**src/hw/rtl/ohm_pkg.sv**
```systemverilog
`timescale 1ns / 1ps
// Shared types and constants of the open addressing hash map unit.
// No dependencies; used by every module of the block except ohm_ram.
package ohm_pkg;

    // Default table geometry
    localparam int DEF_MAX_BITS   = 10;
    localparam int DEF_START_BITS = 2;

    // Fixed field widths
    localparam int KEY_BITS      = 32;
    localparam int VALUE_BITS    = 32;
    localparam int MULT_BITS     = 64;
    localparam int LIVE_BITS     = 11;
    localparam int OP_BITS       = 2;
    localparam int STATUS_BITS   = 2;
    localparam int TAG_BITS      = 2;
    localparam int IN_DATA_BITS  = KEY_BITS + VALUE_BITS;
    localparam int OUT_USED_BITS = 1 + VALUE_BITS + LIVE_BITS;
    localparam int OUT_DATA_BITS = ((OUT_USED_BITS + 7) / 8) * 8;

    // Two to the 64 divided by the golden ratio
    localparam logic [MULT_BITS-1:0] MULT_RESET = 64'h9E37_79B9_7F4A_7C15;

    typedef enum logic [OP_BITS-1:0] {
        OP_LOOKUP = 2'd0,
        OP_INSERT = 2'd1,
        OP_REMOVE = 2'd2,
        OP_CLEAR  = 2'd3
    } op_t;

    typedef enum logic [STATUS_BITS-1:0] {
        ST_OK       = 2'd0,
        ST_FULL     = 2'd1,
        ST_KEY_ZERO = 2'd2
    } status_t;

    typedef enum logic [TAG_BITS-1:0] {
        TAG_EMPTY = 2'd0,
        TAG_LIVE  = 2'd1,
        TAG_DEAD  = 2'd2
    } tag_t;

    typedef enum logic [3:0] {
        S_INIT_CLR,
        S_IDLE,
        S_CLR,
        S_HMUL,
        S_HOME,
        S_FRD,
        S_FCHK,
        S_CLEANUP,
        S_INS_FREE,
        S_RH_CLR,
        S_RH_RD,
        S_RH_CHK,
        S_RH_NEXT,
        S_PRD,
        S_PCHK,
        S_RESP
    } state_t;

    // Commands from controller to datapath
    typedef struct packed {
        logic load_item;
        logic map_reset;
        logic hash_mul;
        logic hash_home;
        logic use_dst;
        logic rd;
        logic probe_eval;
        logic probe_adv;
        logic wr_live;
        logic wr_update;
        logic wr_dead;
        logic wr_free;
        logic clr_wr;
        logic rh_init;
        logic rh_grow;
        logic rh_rd;
        logic rh_next;
        logic rh_commit;
        logic load_work_item;
        logic load_work_mem;
        logic set_found;
        logic cap_value;
        logic set_full;
        logic out_load;
    } dp_cmd_t;

    // Status from datapath to controller
    typedef struct packed {
        op_t  in_op;
        logic in_key_zero;
        op_t  item_op;
        logic tag_empty;
        logic tag_live;
        logic key_match;
        logic probe_last;
        logic free_valid;
        logic clr_last;
        logic rh_last;
        logic need_grow;
        logic need_same;
        logic at_max;
    } dp_stat_t;

endpackage

```
**src/hw/rtl/ohm_ctrl.sv**
```systemverilog
`timescale 1ns / 1ps
// Controller of the hash map: sequences probe, insert, remove, clear and
// rehash steps and owns the request/result handshakes. Uses ohm_pkg.
module ohm_ctrl import ohm_pkg::*; (
    input  logic     clk,
    input  logic     rst_n,
    input  logic     in_valid,
    output logic     in_ready,
    output logic     out_valid,
    input  logic     out_ready,
    input  dp_stat_t stat,
    output dp_cmd_t  cmd
);

    state_t state_reg;
    state_t state_next;
    logic   rh_active_reg;
    logic   rh_active_next;
    logic   place_reg;
    logic   place_next;
    logic   out_valid_reg;
    logic   out_valid_next;
    logic   accept;
    logic   out_free;
    logic   hit;

    assign in_ready = (state_reg == S_IDLE);
    assign accept   = in_valid && in_ready;
    assign out_free = !out_valid_reg || out_ready;
    assign hit      = stat.tag_live && stat.key_match;

    // next state
    always_comb
    begin
        state_next     = state_reg;
        rh_active_next = rh_active_reg;
        place_next     = place_reg;
        unique case (state_reg)
            S_INIT_CLR:
            begin
                if (stat.clr_last)
                begin
                    state_next = S_IDLE;
                end
            end
            S_IDLE:
            begin
                if (accept)
                begin
                    place_next = 1'b0;
                    priority if (stat.in_op == OP_CLEAR)
                    begin
                        state_next = S_CLR;
                    end
                    else if (stat.in_key_zero)
                    begin
                        state_next = S_RESP;
                    end
                    else
                    begin
                        state_next = S_HMUL;
                    end
                end
            end
            S_CLR:
            begin
                if (stat.clr_last)
                begin
                    state_next = S_RESP;
                end
            end
            S_HMUL:
            begin
                state_next = S_HOME;
            end
            S_HOME:
            begin
                state_next = place_reg ? S_PRD : S_FRD;
            end
            S_FRD:
            begin
                state_next = S_FCHK;
            end
            S_FCHK:
            begin
                priority if (hit)
                begin
                    state_next = (stat.item_op == OP_REMOVE) ? S_CLEANUP : S_RESP;
                end
                else if (stat.tag_empty || stat.probe_last)
                begin
                    state_next = (stat.item_op == OP_INSERT) ? S_CLEANUP : S_RESP;
                end
                else
                begin
                    state_next = S_FRD;
                end
            end
            S_CLEANUP:
            begin
                priority if (stat.need_grow)
                begin
                    if (stat.at_max)
                    begin
                        state_next = S_RESP;
                    end
                    else
                    begin
                        rh_active_next = 1'b1;
                        state_next     = S_RH_CLR;
                    end
                end
                else if (stat.need_same)
                begin
                    rh_active_next = 1'b1;
                    state_next     = S_RH_CLR;
                end
                else
                begin
                    state_next = (stat.item_op == OP_INSERT) ? S_INS_FREE : S_RESP;
                end
            end
            S_INS_FREE:
            begin
                state_next = S_RESP;
            end
            S_RH_CLR:
            begin
                if (stat.clr_last)
                begin
                    state_next = S_RH_RD;
                end
            end
            S_RH_RD:
            begin
                state_next = S_RH_CHK;
            end
            S_RH_CHK:
            begin
                if (stat.tag_live)
                begin
                    place_next = 1'b1;
                    state_next = S_HMUL;
                end
                else
                begin
                    state_next = S_RH_NEXT;
                end
            end
            S_RH_NEXT:
            begin
                if (stat.rh_last)
                begin
                    rh_active_next = 1'b0;
                    if (stat.item_op == OP_INSERT)
                    begin
                        place_next = 1'b1;
                        state_next = S_HMUL;
                    end
                    else
                    begin
                        state_next = S_RESP;
                    end
                end
                else
                begin
                    state_next = S_RH_RD;
                end
            end
            S_PRD:
            begin
                state_next = S_PCHK;
            end
            S_PCHK:
            begin
                if (!stat.tag_live || stat.probe_last)
                begin
                    state_next = rh_active_reg ? S_RH_NEXT : S_RESP;
                end
                else
                begin
                    state_next = S_PRD;
                end
            end
            S_RESP:
            begin
                if (out_free)
                begin
                    state_next = S_IDLE;
                end
            end
            default:
            begin
                state_next = S_IDLE;
            end
        endcase
    end

    // datapath commands
    always_comb
    begin
        cmd         = '0;
        cmd.use_dst = rh_active_reg;
        unique case (state_reg)
            S_INIT_CLR, S_CLR, S_RH_CLR:
            begin
                cmd.clr_wr = 1'b1;
            end
            S_IDLE:
            begin
                if (accept)
                begin
                    cmd.load_item = 1'b1;
                    cmd.map_reset = (stat.in_op == OP_CLEAR);
                end
            end
            S_HMUL:
            begin
                cmd.hash_mul = 1'b1;
            end
            S_HOME:
            begin
                cmd.hash_home = 1'b1;
            end
            S_FRD, S_PRD:
            begin
                cmd.rd = 1'b1;
            end
            S_FCHK:
            begin
                cmd.probe_eval = 1'b1;
                priority if (hit)
                begin
                    cmd.set_found = 1'b1;
                    cmd.cap_value = (stat.item_op == OP_LOOKUP);
                    cmd.wr_update = (stat.item_op == OP_INSERT);
                    cmd.wr_dead   = (stat.item_op == OP_REMOVE);
                end
                else if (!stat.tag_empty && !stat.probe_last)
                begin
                    cmd.probe_adv = 1'b1;
                end
            end
            S_CLEANUP:
            begin
                priority if (stat.need_grow)
                begin
                    if (stat.at_max)
                    begin
                        cmd.set_full = (stat.item_op == OP_INSERT);
                    end
                    else
                    begin
                        cmd.rh_init = 1'b1;
                        cmd.rh_grow = 1'b1;
                    end
                end
                else if (stat.need_same)
                begin
                    cmd.rh_init = 1'b1;
                end
            end
            S_INS_FREE:
            begin
                cmd.wr_free = stat.free_valid;
            end
            S_RH_RD:
            begin
                cmd.rh_rd = 1'b1;
            end
            S_RH_CHK:
            begin
                cmd.load_work_mem = stat.tag_live;
            end
            S_RH_NEXT:
            begin
                if (stat.rh_last)
                begin
                    cmd.rh_commit      = 1'b1;
                    cmd.load_work_item = (stat.item_op == OP_INSERT);
                end
                else
                begin
                    cmd.rh_next = 1'b1;
                end
            end
            S_PCHK:
            begin
                if (!stat.tag_live)
                begin
                    cmd.wr_live = 1'b1;
                end
                else if (!stat.probe_last)
                begin
                    cmd.probe_adv = 1'b1;
                end
            end
            S_RESP:
            begin
                cmd.out_load = out_free;
            end
            default:
            begin
                cmd.use_dst = rh_active_reg;
            end
        endcase
    end

    // result valid flag
    always_comb
    begin
        out_valid_next = out_valid_reg;
        if (cmd.out_load)
        begin
            out_valid_next = 1'b1;
        end
        else if (out_ready)
        begin
            out_valid_next = 1'b0;
        end
    end

    always_ff @(posedge clk or negedge rst_n)
    begin
        if (!rst_n)
        begin
            state_reg     <= S_INIT_CLR;
            rh_active_reg <= 1'b0;
            place_reg     <= 1'b0;
            out_valid_reg <= 1'b0;
        end
        else
        begin
            state_reg     <= state_next;
            rh_active_reg <= rh_active_next;
            place_reg     <= place_next;
            out_valid_reg <= out_valid_next;
        end
    end

    assign out_valid = out_valid_reg;

endmodule

```
**config.mk**
```make
export PLATFORM = sky130hd
export DESIGN_NAME = ohm_ctrl
export DESIGN_NICKNAME = d
export VERILOG_FILES = /design/src/hw/rtl/ohm_pkg.sv /design/src/hw/rtl/ohm_ctrl.sv
export SDC_FILE = /design/constraint.sdc
export NUM_CORES = 1
export LEC_CHECK = 0
export BUFFER_PORTS_ARGS = -buffer_cell sky130_fd_sc_hd__buf_4
export CAP_MARGIN = 20
export CELL_PAD_IN_SITES_DETAIL_PLACEMENT = 2
export CELL_PAD_IN_SITES_GLOBAL_PLACEMENT = 2
export CORE_MARGIN = 4
export CORE_UTILIZATION = 24
export CTS_BUF_LIST = sky130_fd_sc_hd__clkbuf_4 sky130_fd_sc_hd__clkbuf_8
export DETAILED_ROUTE_END_ITERATION = 8
export PLACE_DENSITY = 0.89
export SETUP_SLACK_MARGIN = 0.02
export SYNTH_ARGS = -nofsm -noshare
export SYNTH_HDL_FRONTEND = slang
export SYNTH_SLANG_ARGS = --single-unit
```
**constraint.sdc**
```tcl
create_clock -name clk -period 1.8 [get_ports clk]
set_input_delay 0.09 -clock clk [delete_from_list [all_inputs] [get_ports clk]]
set_output_delay 0.09 -clock clk [all_outputs]
set_load 0.01 [all_outputs]
```
* After elaboration in Yosys (flattened, before gate mapping)
Index checks and enable logic that the tools add are counted.
** Storage, ports and cells
- Word-level logic and storage cells :: 119
- Output and inout bits :: 26
- Register bits :: 7
- Input port bits :: 19
** Cells by class
- Muxes and demuxes :: 67
- Reductions and logical operators :: 20
- Eq/ne operators :: 28
** Operator list (number)
- two-way mux 4 bit :: 16
- one-hot mux 4 bit (16 select lines) :: 1
- == test 4 bit, second input constant :: 8
- two-way mux 1 bit :: 32
- two-way mux 2 bit :: 11
- == test 4 x 3 -> 1 bit, second input constant :: 4
- != test 2 bit, second input constant :: 7
- two-way mux 3 bit :: 4
- AND reduction 5 bit :: 2
- == test 4 x 2 -> 1 bit, second input constant :: 2
- != test 3 bit, second input constant :: 2
- == test 2 bit, second input constant :: 2
- == test 4 x 1 -> 1 bit, second input constant :: 1
- zero test 1 bit :: 4
- zero test 4 bit :: 1
- one-hot mux 1 bit (2 select lines) :: 2
- AND reduction 4 bit :: 1
- nonzero test 2 bit :: 2
- logical AND 1 bit :: 3
- logical OR 1 bit :: 3
- one-hot mux 1 bit (3 select lines) :: 1
- nonzero test 3 bit :: 1
- OR reduction 3 bit :: 1
- == test 2 x 1 -> 1 bit, second input constant :: 1
- other kinds (3) :: 3

* Depth between registers and ports, before layout
- Depth in word-level cells :: 5
- Gate-level depth with buffers :: 7

* Worst setup path before layout
No wires, ideal clock.
- Path kind :: flip-flop to output port
- Start :: reg state_reg[0]
- End :: out cmd[13] in the netlist's numbering
- Cell stages (with the launch flop) :: 5
- Data required time :: 1.710 ns
- Path buffers :: 1
- Arrival :: 1.336 ns
- Path slack :: 0.374 ns
- Cells stage by stage :: dfrtp_1 -> buf_6 -> and4bb_2 -> nand3_1 -> nor3b_1
** RTL lines
- from (decl) :: RTL line ohm_ctrl.sv:15 : state_t state_reg;
- from (signal assigned) :: RTL line ohm_ctrl.sv:334 : state_reg <= state_next;
- to (decl) :: RTL line ohm_ctrl.sv:12 : output dp_cmd_t cmd

==> impl_metrics.ini <==
[outcome]
status = finished, final reports clean

[timing]
drv_slew = 0
finalCriticalPeriod_ns = 1.69
fmax_mhz = 592
setup_viol = 0
rsz0062_at_grt = yes
maxSlewHeadroom_pct = 70.7
hold_ws_ns = 0.188
hold_viol_final = 0
fin_worst_skew_ns = 0.00419
period_share_pct = 93.9
setup_ws_ns = 0.110
worstMarginPinSlew_ns = 0.440

[clock_network]
clockBufferDepth = 2
cts_tree = done
cts_inserted_buffers = 3
cts_root_buf = clkbuf_8
clock_latency_ns = 0.23
cts.sink_count = 7
h-tree-depth = 1
clk_pin_slew_ns = 0.04

[routing]
totalWireLength_um = 4220
viasPerCell = 5.16
final_antenna_net_count = 0
drt_iter0_drc = 87
wl_per_cell_um = 18.3
drtPass1Iterations = 4
drc = 0
vias = 1193

[logic_synthesis]
synthFlopType = dfrtp_1
synth_top_area_share_pct = 18.7
synth_top_cell_by_area = dfrtp_1
synth_seq_cells = 7
ys_warn_count = 0
syn_avg_cell_area_um2 = 7.03
synth.distinct_cells = 43
syn_area_um2 = 935
synth_commonest_cells = nor2_1 (18), nand2_1 (15), a21oi_1 (9)
synth_edf_count = 0
syn_nets = 152
synth_async_sr_flop_share_pct = 100
netlist_top_cells_area = dfrtp_1 (19%), nor2_1 (7.2%), nand2_1 (6.0%)
syn_inst = 133
synth_most_common_cell = nor2_1
ys_seq_area_share_pct = 18.7

[final_layout]
drive_above_1_share_pct = 39.9
instances_no_fill = 231
nets = 203
largest_register_ffs = 4
area_growth_syn_to_layout_pct = 51.0
diodes = 0

[critical_path]
cp_max_fo = 12
endpoint_kind = output port
worstPathRequired_ns = 1.71
start_kind = flop
path_class = reg -> out
crit_arrival_ns = 1.60

[die]
die-width_um = 70.4
core_region_area_um2 = 3720
placementRows = 22
die_h_um = 70.4
ios = 45
start_util_pct = 25.2
die_area_um2 = 4960

[flow_run]
drv_cap = 0

[power]
powerDensity_nw_per_um2 = 1550
ir_worst_vdd_v = 0.000472
p_leak_nw = 0.668

[global_routing]
antenna_found_initial = 0
grt_pass1_wl_um = 6540
grt_max_degree = 24
grt_overflow = 0
grtUsageTotal_pct = 16.3
grt_pass1_vias = 1278

[place]
place_congestion = 0.897
place.port_buffers = 44
place_ws_ns = 0.141
dpl.hpwl_um = 3210
dp_cells = 221

[hold_path]
hp-class = in -> reg
## per-stage QoR
stage,instance area [um2],setup TNS [ns],utilization [%],power (W)
after detailed placement,1300,0,34.9,0.00184
after global routing,1410,-0.00901,38.0,0.00237
after global placement,1300,0,34.9,0.00177
after floorplan,935,0,-,0.00137
final,1410,0,38.0,0.00219
after CTS,1380,0,37.0,0.00212
## kinds of logic (layout without fill, tap and decap cells)
logic type / Yosys count / in the layout / share of synthesized area (%)
buffers and inverters: 17 / 67 / 12.2
AOI/OAI and AO/OA: 32 / 32 / 24.2
DFF: 7 / 7 / 18.7
xor gates and xnor gates: 2 / 2 / 1.87
and+or+nand+nor: 75 / 75 / 43.0
## final cells by class
cell class                      count  area, um2
Fill cell                         455       2300
Inverter                            6       22.5
Sequential cell                     7        179
Multi-Input combinational cell    109        658
Tap cell                           48       60.1
Timing Repair Buffer               57        443
Clock buffer                        4       48.8
## worst max-delay path, stage by stage, from the launching register on
cell      delay (ns)
dfrtp_2         0.48
nand2b_1        0.21
nand2b_2        0.26
nor3_1          0.25
buf_4           0.17
## layout by cell type, fill, tap and decap left out, types with 2 or more instances in the layout
cell type  instances
nor2_1            17
buf_4             55
a21oi_1            9
nand3b_1           2
nand4_1            2
and2_1             3
o32ai_1            2
o21ai_1            2
nand2b_1           7
nor2b_1            3
and3_1             2
inv_1              6
nor3_1             8
nor3b_2            2
o21ai_0            3
a31oi_1            2
nand3_1            4
dfrtp_2            3
a311oi_1           2
nand2_1           15
dfrtp_1            4
clkbuf_8           3
xnor2_1            2
## final timing paths
check | startpoint | slack, ns | depth (start not counted) | endpoint
min in group asynchronous | rst_n | 0.23 | 2 | state_reg[0]
max in group asynchronous | rst_n | 1.43 | 2 | state_reg[2]
min | in_valid | 0.19 | 4 | place_reg
min reg2reg | rh_active_reg | 0.57 | 2 | rh_active_reg
max reg2reg | state_reg[0] | 0.17 | 6 | state_reg[0]
max | state_reg[3] | 0.11 | 4 | cmd[1]
## per-layer routing
metal	vias up	GRT usage [%]	wire length, um
li1	569	-	-
met1	574	20.2	1850
met2	44	28.4	2090
met3	6	3.60	228
met4	0	4.04	47
met5	-	0	0
## report_power, final
| group | total, W | leakage, nW | internal (W) | switching [W] |
|---|---|---|---|---|
| clock | 0.000242 | 0.0262 | 0.000169 | 0.0000730 |
| combinational | 0.00155 | 0.561 | 0.000721 | 0.000830 |
| sequential | 0.000403 | 0.0803 | 0.000248 | 0.000155 |
## timing repair
item,in CTS,in global routing
setup endpoints to repair,7,9
gates resized for setup,2,5
hold buffers,1,0
hold endpoints to repair,7,0
setup buffers,2,3
gates cloned,0,0
pin swaps,1,0
(Power assumes the default switching activity.)
